File: src/sv/esd_pkg.sv
// Shared types, constants and helpers for the escape sequence decoder.
// No dependencies; the decoder modules and the testbench import this package.
`default_nettype none

package esd_pkg;

    // Byte codes that the decoder recognizes or emits.
    localparam logic [7:0] BACKSLASH = 8'h5C;
    localparam logic [7:0] CHAR_N    = 8'h6E;
    localparam logic [7:0] CHAR_R    = 8'h72;
    localparam logic [7:0] CHAR_T    = 8'h74;
    localparam logic [7:0] CHAR_X    = 8'h78;
    localparam logic [7:0] QUOTE     = 8'h22;
    localparam logic [7:0] NEWLINE   = 8'h0A;
    localparam logic [7:0] CRETURN   = 8'h0D;
    localparam logic [7:0] HTAB      = 8'h09;

    // Longest run of result bytes that one input item can cause.
    localparam int MAX_RUN   = 4;
    localparam int RUN_IDX_W = $clog2(MAX_RUN);
    localparam int RUN_CNT_W = $clog2(MAX_RUN + 1);

    // Run queue between the front and the back.
    localparam int QUEUE_DEPTH = 4;
    localparam int PTR_W       = $clog2(QUEUE_DEPTH);
    localparam int COUNT_W     = $clog2(QUEUE_DEPTH + 1);

    typedef enum logic [3:0] {
        PH_TEXT = 4'b0001,
        PH_ESC  = 4'b0010,
        PH_HEX0 = 4'b0100,
        PH_HEX1 = 4'b1000
    } phase_t;

    // One run of result bytes caused by a single input item.
    typedef struct packed {
        logic [MAX_RUN-1:0][7:0] data;
        logic [RUN_IDX_W-1:0]    last_idx;
        logic                    ends_text;
    } run_t;

    typedef struct packed {
        logic       valid;
        logic [3:0] value;
    } hex_digit_t;

    function automatic hex_digit_t hex_digit(input logic [7:0] b);
        hex_digit_t r;
        r = '0;
        if (b >= 8'h30 && b <= 8'h39)
        begin
            r.valid = 1'b1;
            r.value = 4'(b - 8'h30);
        end
        else if (b >= 8'h61 && b <= 8'h66)
        begin
            r.valid = 1'b1;
            r.value = 4'(b - 8'h57);
        end
        else if (b >= 8'h41 && b <= 8'h46)
        begin
            r.valid = 1'b1;
            r.value = 4'(b - 8'h37);
        end
        return r;
    endfunction

endpackage

`default_nettype wire

File: src/sv/esd_in_if.sv
// Input channel of the escape sequence decoder: one text byte or end flag.
// Depends on nothing.
`default_nettype none

interface esd_in_if;
    logic       valid;
    logic       ready;
    logic [7:0] text_byte;
    logic       end_of_text;

    modport source (output valid, output text_byte, output end_of_text, input ready);
    modport sink   (input valid, input text_byte, input end_of_text, output ready);
endinterface

`default_nettype wire

File: src/sv/esd_out_if.sv
// Output channel of the escape sequence decoder: one decoded byte per transfer.
// Depends on nothing.
`default_nettype none

interface esd_out_if;
    logic       valid;
    logic       ready;
    logic [7:0] decoded_byte;
    logic       run_last;
    logic       text_done;

    modport source (output valid, output decoded_byte, output run_last, output text_done,
                    input ready);
    modport sink   (input valid, input decoded_byte, input run_last, input text_done,
                    output ready);
endinterface

`default_nettype wire

File: src/sv/escape_sequence_decoder_top.sv
// Escape sequence decoder, top level. Uses esd_pkg, esd_in_if, esd_out_if,
// esd_front, esd_queue and esd_back.
//
// Usage: text enters on text_in, one byte per transfer, or an end-of-text
// transfer that carries no byte. Decoded bytes leave on text_out, one per
// transfer. Each input transfer causes zero to four output transfers; the
// last of them has run_last set, and the end marker (decoded_byte zero) has
// text_done set. A backslash in plain text causes no output at all.
// Each run is stored in the run queue, then taken into the output register.
// Throughput: one input transfer per cycle as long as each causes at most
// one byte; the output port sends one byte per cycle while the receiver is
// ready, so runs of several bytes are absorbed by a four-entry run queue and
// text_in.ready drops only while that queue is full.
// Reset (rst_n low, asynchronous) returns the decoder to plain text and
// empties the queue and the output stage. When the receiver stalls, the
// current output byte holds, the queue fills, and then text_in stalls.
`default_nettype none

module escape_sequence_decoder_top (
    input  wire logic  clk,
    input  wire logic  rst_n,
    esd_in_if.sink     text_in,
    esd_out_if.source  text_out
);
    import esd_pkg::*;

    // Run handoff from the front to the queue.
    logic push;
    run_t push_run;
    logic queue_full;

    // Queue head as seen by the back.
    run_t head_run;
    logic head_valid;
    logic pop;

    // The front classifies each byte against the current escape phase.
    esd_front u_front (
        .clk        (clk),
        .rst_n      (rst_n),
        .text_in    (text_in),
        .queue_full (queue_full),
        .push       (push),
        .push_run   (push_run)
    );

    // The queue lets the front keep taking bytes while the back drains a run.
    esd_queue u_queue (
        .clk        (clk),
        .rst_n      (rst_n),
        .push       (push),
        .push_run   (push_run),
        .full       (queue_full),
        .pop        (pop),
        .head_run   (head_run),
        .head_valid (head_valid)
    );

    // The back holds the output register and steps through each run.
    esd_back u_back (
        .clk        (clk),
        .rst_n      (rst_n),
        .head_run   (head_run),
        .head_valid (head_valid),
        .pop        (pop),
        .text_out   (text_out)
    );

endmodule

`default_nettype wire

File: src/sv/esd_front.sv
// Front of the decoder: tracks the escape phase and turns each input transfer
// into a run of zero to four result bytes. Uses esd_pkg and esd_in_if.
`default_nettype none

module esd_front (
    input  wire logic        clk,
    input  wire logic        rst_n,
    esd_in_if.sink           text_in,
    input  wire logic        queue_full,
    output logic             push,
    output esd_pkg::run_t    push_run
);
    import esd_pkg::*;

    phase_t               phase_reg, phase_next;
    logic [7:0]           raw_reg, raw_next;
    logic [3:0]           acc_reg, acc_next;
    logic [RUN_CNT_W-1:0] count;
    logic                 accept;
    hex_digit_t           hv;
    run_t                 run;

    assign text_in.ready = !queue_full;
    assign accept        = text_in.valid && text_in.ready;

    always_comb
    begin
        hv         = hex_digit(text_in.text_byte);
        run        = '0;
        count      = '0;
        phase_next = phase_reg;
        raw_next   = raw_reg;
        acc_next   = acc_reg;
        if (text_in.end_of_text)
        begin
            // Flush whatever escape is pending, then the end marker (zero byte).
            phase_next    = PH_TEXT;
            run.ends_text = 1'b1;
            unique case (phase_reg)
                PH_TEXT: count = RUN_CNT_W'(1);
                PH_ESC:
                begin
                    run.data[0] = BACKSLASH;
                    count       = RUN_CNT_W'(2);
                end
                PH_HEX0:
                begin
                    run.data[0] = BACKSLASH;
                    run.data[1] = CHAR_X;
                    count       = RUN_CNT_W'(3);
                end
                PH_HEX1:
                begin
                    if (acc_reg != 4'd0)
                    begin
                        run.data[0] = {4'd0, acc_reg};
                        count       = RUN_CNT_W'(2);
                    end
                    else
                    begin
                        run.data[0] = BACKSLASH;
                        run.data[1] = CHAR_X;
                        run.data[2] = raw_reg;
                        count       = RUN_CNT_W'(4);
                    end
                end
                default: phase_next = PH_TEXT;
            endcase
        end
        else
        begin
            unique case (phase_reg)
                PH_TEXT:
                begin
                    if (text_in.text_byte == BACKSLASH)
                    begin
                        phase_next = PH_ESC;
                    end
                    else
                    begin
                        run.data[0] = text_in.text_byte;
                        count       = RUN_CNT_W'(1);
                    end
                end
                PH_ESC:
                begin
                    phase_next = PH_TEXT;
                    count      = RUN_CNT_W'(1);
                    unique case (text_in.text_byte)
                        CHAR_N:    run.data[0] = NEWLINE;
                        CHAR_R:    run.data[0] = CRETURN;
                        CHAR_T:    run.data[0] = HTAB;
                        BACKSLASH: run.data[0] = BACKSLASH;
                        QUOTE:     run.data[0] = QUOTE;
                        CHAR_X:
                        begin
                            phase_next = PH_HEX0;
                            count      = '0;
                        end
                        default:
                        begin
                            // Unknown escape keeps its backslash.
                            run.data[0] = BACKSLASH;
                            run.data[1] = text_in.text_byte;
                            count       = RUN_CNT_W'(2);
                        end
                    endcase
                end
                PH_HEX0:
                begin
                    if (hv.valid)
                    begin
                        raw_next   = text_in.text_byte;
                        acc_next   = hv.value;
                        phase_next = PH_HEX1;
                    end
                    else
                    begin
                        // A \x with no digits is kept literally.
                        run.data[0] = BACKSLASH;
                        run.data[1] = CHAR_X;
                        if (text_in.text_byte == BACKSLASH)
                        begin
                            phase_next = PH_ESC;
                            count      = RUN_CNT_W'(2);
                        end
                        else
                        begin
                            phase_next  = PH_TEXT;
                            run.data[2] = text_in.text_byte;
                            count       = RUN_CNT_W'(3);
                        end
                    end
                end
                PH_HEX1:
                begin
                    if (hv.valid)
                    begin
                        phase_next = PH_TEXT;
                        if ({acc_reg, hv.value} != 8'd0)
                        begin
                            run.data[0] = {acc_reg, hv.value};
                            count       = RUN_CNT_W'(1);
                        end
                        else
                        begin
                            // A zero value passes through as its raw bytes.
                            run.data[0] = BACKSLASH;
                            run.data[1] = CHAR_X;
                            run.data[2] = raw_reg;
                            run.data[3] = text_in.text_byte;
                            count       = RUN_CNT_W'(4);
                        end
                    end
                    else
                    begin
                        // Close the one-digit escape, then treat the byte as text.
                        phase_next = (text_in.text_byte == BACKSLASH) ? PH_ESC : PH_TEXT;
                        if (acc_reg != 4'd0)
                        begin
                            run.data[0] = {4'd0, acc_reg};
                            run.data[1] = text_in.text_byte;
                            count       = (text_in.text_byte == BACKSLASH)
                                          ? RUN_CNT_W'(1) : RUN_CNT_W'(2);
                        end
                        else
                        begin
                            run.data[0] = BACKSLASH;
                            run.data[1] = CHAR_X;
                            run.data[2] = raw_reg;
                            run.data[3] = text_in.text_byte;
                            count       = (text_in.text_byte == BACKSLASH)
                                          ? RUN_CNT_W'(3) : RUN_CNT_W'(4);
                        end
                    end
                end
                default: phase_next = PH_TEXT;
            endcase
        end
        run.last_idx = RUN_IDX_W'(count - RUN_CNT_W'(1));
    end

    assign push     = accept && (count != '0);
    assign push_run = run;

    always_ff @(posedge clk or negedge rst_n)
    begin
        if (!rst_n)
        begin
            phase_reg <= PH_TEXT;
        end
        else if (accept)
        begin
            phase_reg <= phase_next;
        end
    end

    always_ff @(posedge clk)
    begin
        if (accept)
        begin
            raw_reg <= raw_next;
            acc_reg <= acc_next;
        end
    end

endmodule

`default_nettype wire

File: src/sv/esd_queue.sv
// Short queue of byte runs between the front and the back of the decoder.
// Uses esd_pkg.
`default_nettype none

module esd_queue (
    input  wire logic           clk,
    input  wire logic           rst_n,
    input  wire logic           push,
    input  wire esd_pkg::run_t  push_run,
    output logic                full,
    input  wire logic           pop,
    output esd_pkg::run_t       head_run,
    output logic                head_valid
);
    import esd_pkg::*;

    run_t               entry_reg [QUEUE_DEPTH];
    logic [PTR_W-1:0]   wr_ptr_reg, rd_ptr_reg;
    logic [COUNT_W-1:0] count_reg;
    logic               do_push, do_pop;

    assign full       = (count_reg == COUNT_W'(QUEUE_DEPTH));
    assign head_valid = (count_reg != '0);
    assign head_run   = entry_reg[rd_ptr_reg];
    assign do_push    = push && !full;
    assign do_pop     = pop && head_valid;

    function automatic logic [PTR_W-1:0] ptr_inc(input logic [PTR_W-1:0] p);
        return (p == PTR_W'(QUEUE_DEPTH - 1)) ? '0 : p + PTR_W'(1);
    endfunction

    always_ff @(posedge clk or negedge rst_n)
    begin
        if (!rst_n)
        begin
            wr_ptr_reg <= '0;
            rd_ptr_reg <= '0;
            count_reg  <= '0;
        end
        else
        begin
            if (do_push)
            begin
                wr_ptr_reg <= ptr_inc(wr_ptr_reg);
            end
            if (do_pop)
            begin
                rd_ptr_reg <= ptr_inc(rd_ptr_reg);
            end
            if (do_push && !do_pop)
            begin
                count_reg <= count_reg + COUNT_W'(1);
            end
            else if (do_pop && !do_push)
            begin
                count_reg <= count_reg - COUNT_W'(1);
            end
        end
    end

    always_ff @(posedge clk)
    begin
        if (do_push)
        begin
            entry_reg[wr_ptr_reg] <= push_run;
        end
    end

endmodule

`default_nettype wire

File: src/sv/esd_back.sv
// Back of the decoder: takes runs from the queue and sends their bytes one per
// transfer on the output channel. Uses esd_pkg and esd_out_if.
`default_nettype none

module esd_back (
    input  wire logic           clk,
    input  wire logic           rst_n,
    input  wire esd_pkg::run_t  head_run,
    input  wire logic           head_valid,
    output logic                pop,
    esd_out_if.source           text_out
);
    import esd_pkg::*;

    run_t                 cur_reg;
    logic                 cur_valid_reg;
    logic [RUN_IDX_W-1:0] idx_reg;
    logic                 last_byte, fire;

    assign last_byte = (idx_reg == cur_reg.last_idx);
    assign fire      = cur_valid_reg && text_out.ready;
    assign pop       = head_valid && (!cur_valid_reg || (fire && last_byte));

    assign text_out.valid        = cur_valid_reg;
    assign text_out.decoded_byte = cur_reg.data[idx_reg];
    assign text_out.run_last     = last_byte;
    assign text_out.text_done    = last_byte && cur_reg.ends_text;

    always_ff @(posedge clk or negedge rst_n)
    begin
        if (!rst_n)
        begin
            cur_valid_reg <= 1'b0;
            idx_reg       <= '0;
        end
        else if (pop)
        begin
            cur_valid_reg <= 1'b1;
            idx_reg       <= '0;
        end
        else if (fire)
        begin
            if (last_byte)
            begin
                cur_valid_reg <= 1'b0;
            end
            else
            begin
                idx_reg <= idx_reg + RUN_IDX_W'(1);
            end
        end
    end

    always_ff @(posedge clk)
    begin
        if (pop)
        begin
            cur_reg <= head_run;
        end
    end

endmodule

`default_nettype wire

File: src/flat_wrapper.sv
// flat-port wrapper written by rule: the top's interface ports become plain ports
module escape_sequence_decoder_top_flat import esd_pkg::*;
  (clk, rst_n, text_in_valid, text_in_text_byte, text_in_end_of_text, text_in_ready, text_out_valid, text_out_decoded_byte, text_out_run_last, text_out_text_done, text_out_ready);
  esd_in_if text_in_i ();
  esd_out_if text_out_i ();
  input  wire logic clk;
  input  wire logic rst_n;
  input wire logic [$bits(text_in_i.valid)-1:0] text_in_valid;
  input wire logic [$bits(text_in_i.text_byte)-1:0] text_in_text_byte;
  input wire logic [$bits(text_in_i.end_of_text)-1:0] text_in_end_of_text;
  output wire logic [$bits(text_in_i.ready)-1:0] text_in_ready;
  output wire logic [$bits(text_out_i.valid)-1:0] text_out_valid;
  output wire logic [$bits(text_out_i.decoded_byte)-1:0] text_out_decoded_byte;
  output wire logic [$bits(text_out_i.run_last)-1:0] text_out_run_last;
  output wire logic [$bits(text_out_i.text_done)-1:0] text_out_text_done;
  input wire logic [$bits(text_out_i.ready)-1:0] text_out_ready;
  assign text_in_i.valid = text_in_valid;
  assign text_in_i.text_byte = text_in_text_byte;
  assign text_in_i.end_of_text = text_in_end_of_text;
  assign text_in_ready = text_in_i.ready;
  assign text_out_valid = text_out_i.valid;
  assign text_out_decoded_byte = text_out_i.decoded_byte;
  assign text_out_run_last = text_out_i.run_last;
  assign text_out_text_done = text_out_i.text_done;
  assign text_out_i.ready = text_out_ready;
  escape_sequence_decoder_top u_core (.clk(clk), .rst_n(rst_n), .text_in(text_in_i), .text_out(text_out_i));
endmodule
File: config.mk
export PLATFORM = sky130hd
export DESIGN_NAME = escape_sequence_decoder_top_flat
export DESIGN_NICKNAME = d
export VERILOG_FILES = /design/src/sv/esd_pkg.sv /design/src/sv/esd_in_if.sv /design/src/sv/esd_out_if.sv /design/src/sv/escape_sequence_decoder_top.sv /design/src/sv/esd_front.sv /design/src/sv/esd_queue.sv /design/src/sv/esd_back.sv /design/src/flat_wrapper.sv
export SDC_FILE = /design/constraint.sdc
export NUM_CORES = 1
export LEC_CHECK = 0
export ABC_AREA = 0
export BUFFER_PORTS_ARGS = -buffer_cell sky130_fd_sc_hd__buf_2
export CORE_ASPECT_RATIO = 1.25
export CORE_MARGIN = 5
export CORE_UTILIZATION = 52
export CTS_CLUSTER_SIZE = 10
export DETAILED_ROUTE_END_ITERATION = 10
export PLACE_DENSITY = 0.76
export SLEW_MARGIN = 20
export SYNTH_ARGS = -nofsm -noshare
export SYNTH_HDL_FRONTEND = slang
export SYNTH_SLANG_ARGS = --single-unit
File: constraint.sdc
create_clock -name clk -period 10.1 [get_ports clk]
set_input_delay 1.515 -clock clk [delete_from_list [all_inputs] [get_ports clk]]
set_output_delay 1.515 -clock clk [all_outputs]
set_load 0.02 [all_outputs]
==> impl_metrics.tcl, run 1 <==
set metrics [dict create \
    status "complete, no violations" \
    synthMuxAreaShare_pct 12.0 \
    yosys.area_share.adder_pct 2.07 \
    fin_crit_sh_pct 49.3 \
    r2r-end "u_core.u_queue.count_reg[1]" \
    final_cell_mix "187 x edfxtp_1, 43 x mux4_2, 26 x nand2_1" \
    leakage_nw 3.39 \
    crit_required_ps 10210 \
    pwr-share-comb_pct 25.4 \
    power.switching_uw 734 \
    clk_pin_slew_worst_paths_ps 50 \
    cts_tree "built" \
    start_kind "primary input" \
    hpwl_um 12700 \
    crit_type "primary input to flip-flop" \
    seqCellArea_um2 5970 \
    worst-path-stages 12 \
    final_cell_area_um2 9900 \
    n_antenna_cell 0 \
    grt-ovfl-total 0 \
    p_seq_share_pct 46.9 \
    worst_path_max_delay_cell "nor2b_4" \
    synth-simple-area-share_pct 7.29 \
    p_int_mw 1.89 \
    area_growth_pct 12.1 \
    h-tree-depth 1 \
    setup_viol 0 \
    slowest_delay_ps 940 \
    relSlewSlack_pct 23.9 \
    place_area_um2 9170 \
    min_path_cells 1 \
    synthXorXnorAreaFrac_pct 0.496 \
    p_clk_share_pct 27.7 \
    syn_nets 545 \
    cts_root_buf "clkbuf_16" \
    clk_latency_ps 500 \
    syn_area_um2 8830 \
    wirelength_um 19600 \
    num_vias 4808 \
    path_delay_family "simple AND/OR/NAND/NOR gates" \
    min_from "u_core.u_queue.count_reg[2]" \
    worstSetupEndpointType "flip-flop" \
    synth_warnings 0 \
    place_congestion 0.938 \
    r2r-start "u_core.u_front.acc_reg[1]" \
    drc 0 \
    wire_per_inst_um 25.2 \
    largest_register_ffs 140 \
    dr.first_iter.drc_count 477 \
    grt_pass1_wl_um 30400 \
    crit_arrival_ps 5080 \
    yosysTopAreaCellShare_pct 63.6 \
    fillCellCount 1221 \
    crit_chain "buf_2 > inv_1 > ha_1 > inv_1 > o311a_1 > nor3_2 > a2111oi_0 > a22o_1 > ha_1 > a21oi_1 > a31oi_4 > nor2b_4" \
    ys_seq_area_share_pct 67.6 \
    rsz0062_at_grt "false" \
    synth_ff_type "edfxtp_1" \
    synth_cells 518 \
    grt_pass1_vias 5066 \
    io-pin-count 25 \
    synth_edf_count 187 \
    rrSetupSlack_ps 5720 \
    ys_types 76 \
    die_w_um 127 \
    async_flop_share_pct 6.97 \
    multi_input_area_um2 2700 \
    clock-skew-final_ps 11.6 \
    ir_drop_mv 0.144 \
    cts_buffers 24 \
    postRouteAntennaNets 0 \
    cts.sinks 201 \
    final_layout_size_suffix_gt1_share_pct 24.0 \
    sw_frac_of_total_pct 28.0 \
    antenna_found_initial 0 \
    yosys.area.top_type "edfxtp_1" \
    cts_setup_buffers 0 \
    numPortBuffers 24 \
    synth_compound_area_share_pct 8.02 \
    rr_worst_depth 15 \
    cts_resized 0 \
    setup-tns-final_ps 0 \
    dr.pass1.iters 5 \
    ys_top_cells_by_area "edfxtp_1 64%, mux4_2 11%, dfrtp_1 3.7%" \
    min_path_type "flip-flop to flip-flop" \
    synth.ff_latch_count 201 \
    crit_fanout 35 \
    period_minus_slack_ps 4980 \
    core_um2 16800 \
    holdPathEnd "u_core.u_queue.count_reg[2]" \
    grt_usage_pct 20.2 \
    cts_hold_repair.buffers 0 \
    final_max_slew_viol_count 0 \
    hold_viol 0 \
    synth_top_family_by_area "multiplexers" \
    maxCapViolations 0 \
    finalNetCount 575 \
    max_slew.worst_pin.slew_ps 1140 \
    rows 53 \
    initial_utilization_pct 52.6 \
    layout_commonest_cell "edfxtp_1" \
    synth.avg_cell_area_um2 17.0 \
    die_h_um 156 \
    path_buf_inv 3 \
    cts_buffer_depth 3 \
    power_density_nw_per_um2 265 \
    clock.fmax_ghz 0.201 \
    grt_start_max_net_pins 39 \
    viasPerCell 6.20 \
    fp.dieArea_um2 19700 \
]
-- per-stage QoR --
stage                     util (%)  worst slack, ps  cells  hold WS, ps  power [mW]
final                         59.0             5120    775          540        2.62
after global routing          59.0             4880    775          564        2.75
after CTS                     58.6             5110    772          533        2.64
after detailed placement      54.7             4610    739          526        1.90
after global placement        54.7             4770    739          477        1.87
after floorplan                  -             4400    518          464        1.71
-- worst reg2reg max path: stages (launching register included) --
cell      delay, ps
edfxtp_1        470
or4_1           800
clkinv_4        190
o21ai_1          90
o32ai_1         500
nand3b_1        150
nand2_1         100
a22o_1          220
ha_1            170
a21oi_1          90
a31oi_4         410
inv_1           100
ha_1            230
inv_1            70
fa_1            410
mux2_2          260
-- cells by family after synthesis --
kind of cell	count (synthesis)
simple gates	111
fa+ha+maj	14
compound gates	91
mux	51
flops	201
xor+xnor	5
buf+inv	45
-- power by group through the flow --
stage	clock network [mW]	logic, mW	registers, mW
detailed placement	0	0.653	1.25
CTS	0.742	0.658	1.24
global placement	0	0.634	1.23
floorplan	0	0.507	1.20
global route	0.783	0.725	1.25
finish	0.726	0.666	1.23
-- layout make-up --
type                       instances  share of cell area, %
timing repair buffer              33                   2.43
multi-input combinational        272                   27.2
inverter                          16                  0.657
clock inverter                     3                  0.303
tap                              220                   2.78
clock buffer                      30                   6.29
sequential                       201                   60.3
-- cell usage after synthesis, types with 4 or more instances --
cell	instances
inv_1	15
mux4_2	43
clkbuf_1	13
dfrtp_1	13
mux2_2	4
a21o_1	6
ha_1	13
nor2_1	17
nand3_1	5
nor3_1	10
nor2b_1	7
and2_1	12
o211ai_1	4
nor4_1	9
edfxtp_1	187
a21oi_1	16
xor2_1	4
nand2_1	26
o21ai_0	15
buf_2	9
a22o_1	10
-- metal layers --
layer / global-route usage, % / vias to the layer above / wire, um
met5: 0 / - / 0
met4: 7.56 / 0 / 600
met3: 2.33 / 38 / 973
met2: 36.1 / 188 / 10500
met1: 25.5 / 2438 / 7520
li1: - / 2144 / -
-- worst max-delay path by stage --
stage | end | from | slack [ps]
after detailed placement | u_core.u_queue.entry_reg[3][31] | text_in_text_byte[0] | 4610
after CTS | u_core.u_queue.entry_reg[3][23] | text_in_text_byte[0] | 5110
after global routing | u_core.u_queue.count_reg[1] | text_in_text_byte[0] | 4880
after global placement | u_core.u_queue.entry_reg[1][23] | text_in_text_byte[0] | 4770
after floorplan | u_core.u_queue.entry_reg[0][0] | text_in_text_byte[0] | 4400
final | u_core.u_queue.entry_reg[1][24] | text_in_text_byte[0] | 5120
No activity file was read; power rests on OpenSTA's default activity.
==> run 2: changes to the inputs <==
--- a/config.mk
+++ b/config.mk
@@ -5,14 +5,14 @@
 export SDC_FILE = /design/constraint.sdc
 export NUM_CORES = 1
 export LEC_CHECK = 0
-export ABC_AREA = 0
+export ABC_AREA = 1
 export BUFFER_PORTS_ARGS = -buffer_cell sky130_fd_sc_hd__buf_2
 export CORE_ASPECT_RATIO = 1.25
 export CORE_MARGIN = 5
 export CORE_UTILIZATION = 52
 export CTS_CLUSTER_SIZE = 10
 export DETAILED_ROUTE_END_ITERATION = 10
-export PLACE_DENSITY = 0.76
+export PLACE_DENSITY = 0.79
 export SLEW_MARGIN = 20
 export SYNTH_ARGS = -nofsm -noshare
 export SYNTH_HDL_FRONTEND = slang
==> constraint.sdc (replaced) <==
create_clock -name clk -period 4.4 [get_ports clk]
set_input_delay 0.66 -clock clk [delete_from_list [all_inputs] [get_ports clk]]
set_output_delay 0.66 -clock clk [all_outputs]
set_load 0.02 [all_outputs]
==> run 2 against run 1 <==
Compared with the run above: total power grew 140%; highest routed layer unchanged; first-iteration DRC count up 43%; register-to-register slack got worse by 4600 ps; non-clock buffer count is 8 higher; largest cell class unchanged; core utilization grew 0.48 points; clock power increased by 130%; critical endpoint is now u_core.u_queue.count_reg[1].
==> impl_metrics.tcl, run 2 <==
set metrics [dict create \
    ys_seq_area_share_pct 67.7 \
    cts.sinks 201 \
    crit_fanout 9 \
    area_growth_pct 12.9 \
    n_antenna_cell 0 \
    wire_per_inst_um 18.8 \
    setup_viol 0 \
    pwr-share-comb_pct 29.9 \
    cts_hold_repair.buffers 0 \
    h-tree-depth 1 \
    min_path_type "primary input to async pin" \
    die_h_um 156 \
    initial_utilization_pct 52.7 \
    clock.fmax_ghz 0.282 \
    crit_required_ps 4770 \
    final_layout_size_suffix_gt1_share_pct 11.2 \
    worstSetupEndpointType "flip-flop" \
    finalHoldWorstSlack_ps 62.7 \
    sw_frac_of_total_pct 33.6 \
    antenna_found_initial 0 \
    maxCapViolations 0 \
    synthTopCellsByCount "187 x edfxtp_1, 119 x nor2_1, 115 x o21ai_0" \
    fp.dieArea_um2 19700 \
    synth_warnings 0 \
    rows 53 \
    yosysMostFrequentCell "edfxtp_1" \
    layout_commonest_cell "edfxtp_1" \
    core_um2 16700 \
    dr.first_iter.drc_count 683 \
    p_int_mw 4.23 \
    hold_viol 0 \
    num_vias 6171 \
    clk_latency_ps 500 \
    power.switching_mw 2.14 \
    start_kind "primary input" \
    yosys.area.top_type "edfxtp_1" \
    grt_usage_pct 20.0 \
    yosysTopAreaCellShare_pct 63.8 \
    final_max_slew_viol_count 0 \
    cts_buffers 24 \
    relSlewSlack_pct 53.1 \
    pre_cts_slack_ps 324 \
    synth_cells 785 \
    syn_nets 812 \
    synth.ff_latch_count 201 \
    rsz0062_at_grt "false" \
    p_clk_share_pct 26.6 \
    grt_pass1_wl_um 31300 \
    max_slew.worst_pin.slew_ps 704 \
    setup_slack_ps 852 \
    io-pin-count 25 \
    grt_pass1_vias 5961 \
    ys_top_cells_by_area "edfxtp_1 64%, o21ai_0 6.5%, nor2_1 5.1%" \
    status "complete, no violations" \
    syn_area_um2 8810 \
    drc 0 \
    cts_resized 0 \
    dr.pass1.iters 6 \
    numPortBuffers 24 \
    cts_setup_buffers 0 \
    finalNetCount 846 \
    final_cell_mix "187 x edfxtp_1, 115 x nor2_1, 115 x o21ai_0" \
    fin_crit_sh_pct 80.6 \
    ys_types 41 \
    cts_tree "built" \
    viasPerCell 5.89 \
    grt-ovfl-total 0 \
    crit_type "primary input to flip-flop" \
    grt_start_max_net_pins 73 \
    utilization_pct 59.5 \
    p_seq_share_pct 43.5 \
    synth_edf_count 187 \
    cts_buffer_depth 3 \
    place_congestion 1.01 \
    ir_drop_mv 0.310 \
    async_flop_share_pct 6.97 \
    leakage_nw 3.63 \
    hpwl_um 12200 \
    wirelength_um 19700 \
    setup-tns-final_ps 0 \
    clk_pin_slew_worst_paths_ps 50 \
    crit_arrival_ps 3920 \
    synth_ff_type "edfxtp_1" \
    synth.avg_cell_area_um2 11.2 \
    power_density_nw_per_um2 641 \
    clock-skew-final_ps 15.2 \
    die_w_um 126 \
    cts_root_buf "clkbuf_16" \
    period_minus_slack_ps 3550 \
    largest_register_ffs 140 \
    power_mw 6.37 \
    postRouteAntennaNets 0 \
]
## run 2: changes by cell type after synthesis, sizes merged, moves of 14 or more
cell    previous run  this run
o21ai             18       121
clkbuf            13        28
nand2             26       108
nor2              18       124
o22ai              1        54
inv               15        52
mux4              43         0
nand3              5        19
## run 2: cells by family (layout without fill, tap and decap cells)
| family | count (synthesis) | count (layout) | synth area share (%) |
|---|---|---|---|
| and+or+nand+nor | 282 | 282 | 13.6 |
| adders and majority gates | 14 | 14 | 2.07 |
| buffers and inverters | 87 | 129 | 3.85 |
| xor gates and xnor gates | 3 | 3 | 0.298 |
| AOI/OAI and AO/OA | 197 | 197 | 12.3 |
| muxes | 1 | 1 | 0.128 |
| DFF | 201 | 201 | 67.7 |
## run 2: critical path, cell delays in order
cell,delay (ps)
buf_2,130
inv_1,150
ha_1,260
nor2_1,110
nand2_1,100
nand2_2,150
nand2_4,110
nand2_2,100
nor2_2,50
nor2_4,180
nand2_1,130
o21ai_0,170
nand3_1,80
nand2_1,160
ha_1,180
nand3_2,110
nand2_2,80
inv_1,40
ha_1,180
inv_1,90
fa_1,420
mux2_2,270
## run 2: worst paths after layout
kind	depth (start not counted)	endpoint	slack (ps)	start
setup / recovery	22	u_core.u_queue.count_reg[1]	850	text_in_text_byte[0]
hold / removal	1	u_core.u_front.phase_reg[3]	60	rst_n
setup reg to reg	18	u_core.u_queue.count_reg[2]	1160	u_core.u_front.phase_reg[0]
hold reg to reg	1	u_core.u_queue.count_reg[2]	520	u_core.u_queue.count_reg[2]
max in group asynchronous	1	u_core.u_front.phase_reg[0]	4040	rst_n
min in group clk	1	u_core.u_front.raw_reg[7]	430	text_in_text_byte[7]
## run 2: final cells by class
type	count	area, um2
clock buffer	32	652
clock inverter	2	12.5
fill	1354	6770
inverter	54	203
multi-input combinational	497	2530
sequential	201	5970
tap	220	275
timing repair buffer	41	298
## run 2: power groups by stage
stage	Sequential (mW)	Combinational [mW]	Clock [mW]
6_report	2.77	1.91	1.69
5_1_grt	2.81	2.11	1.79
4_1_cts	2.77	1.92	1.71
3_5_place_dp	2.81	1.91	0
3_3_place_gp	2.79	1.85	0
2_1_floorplan	2.78	1.27	0
## run 2: stage by stage
step,area [um2],instances
floorplan,8810,785
CTS,9940,1047
global placement,9280,1013
global route,9940,1047
finish,9940,1047
detailed placement,9280,1013
## run 2: routing by layer
layer / global-route usage, % / share of wire [%] / up-vias
li1: - / - / 2878
met1: 25.9 / 39 / 2890
met2: 34.2 / 49 / 329
met3: 2.88 / 7.9 / 74
met4: 7.92 / 3.7 / 0
met5: 0 / 0 / -
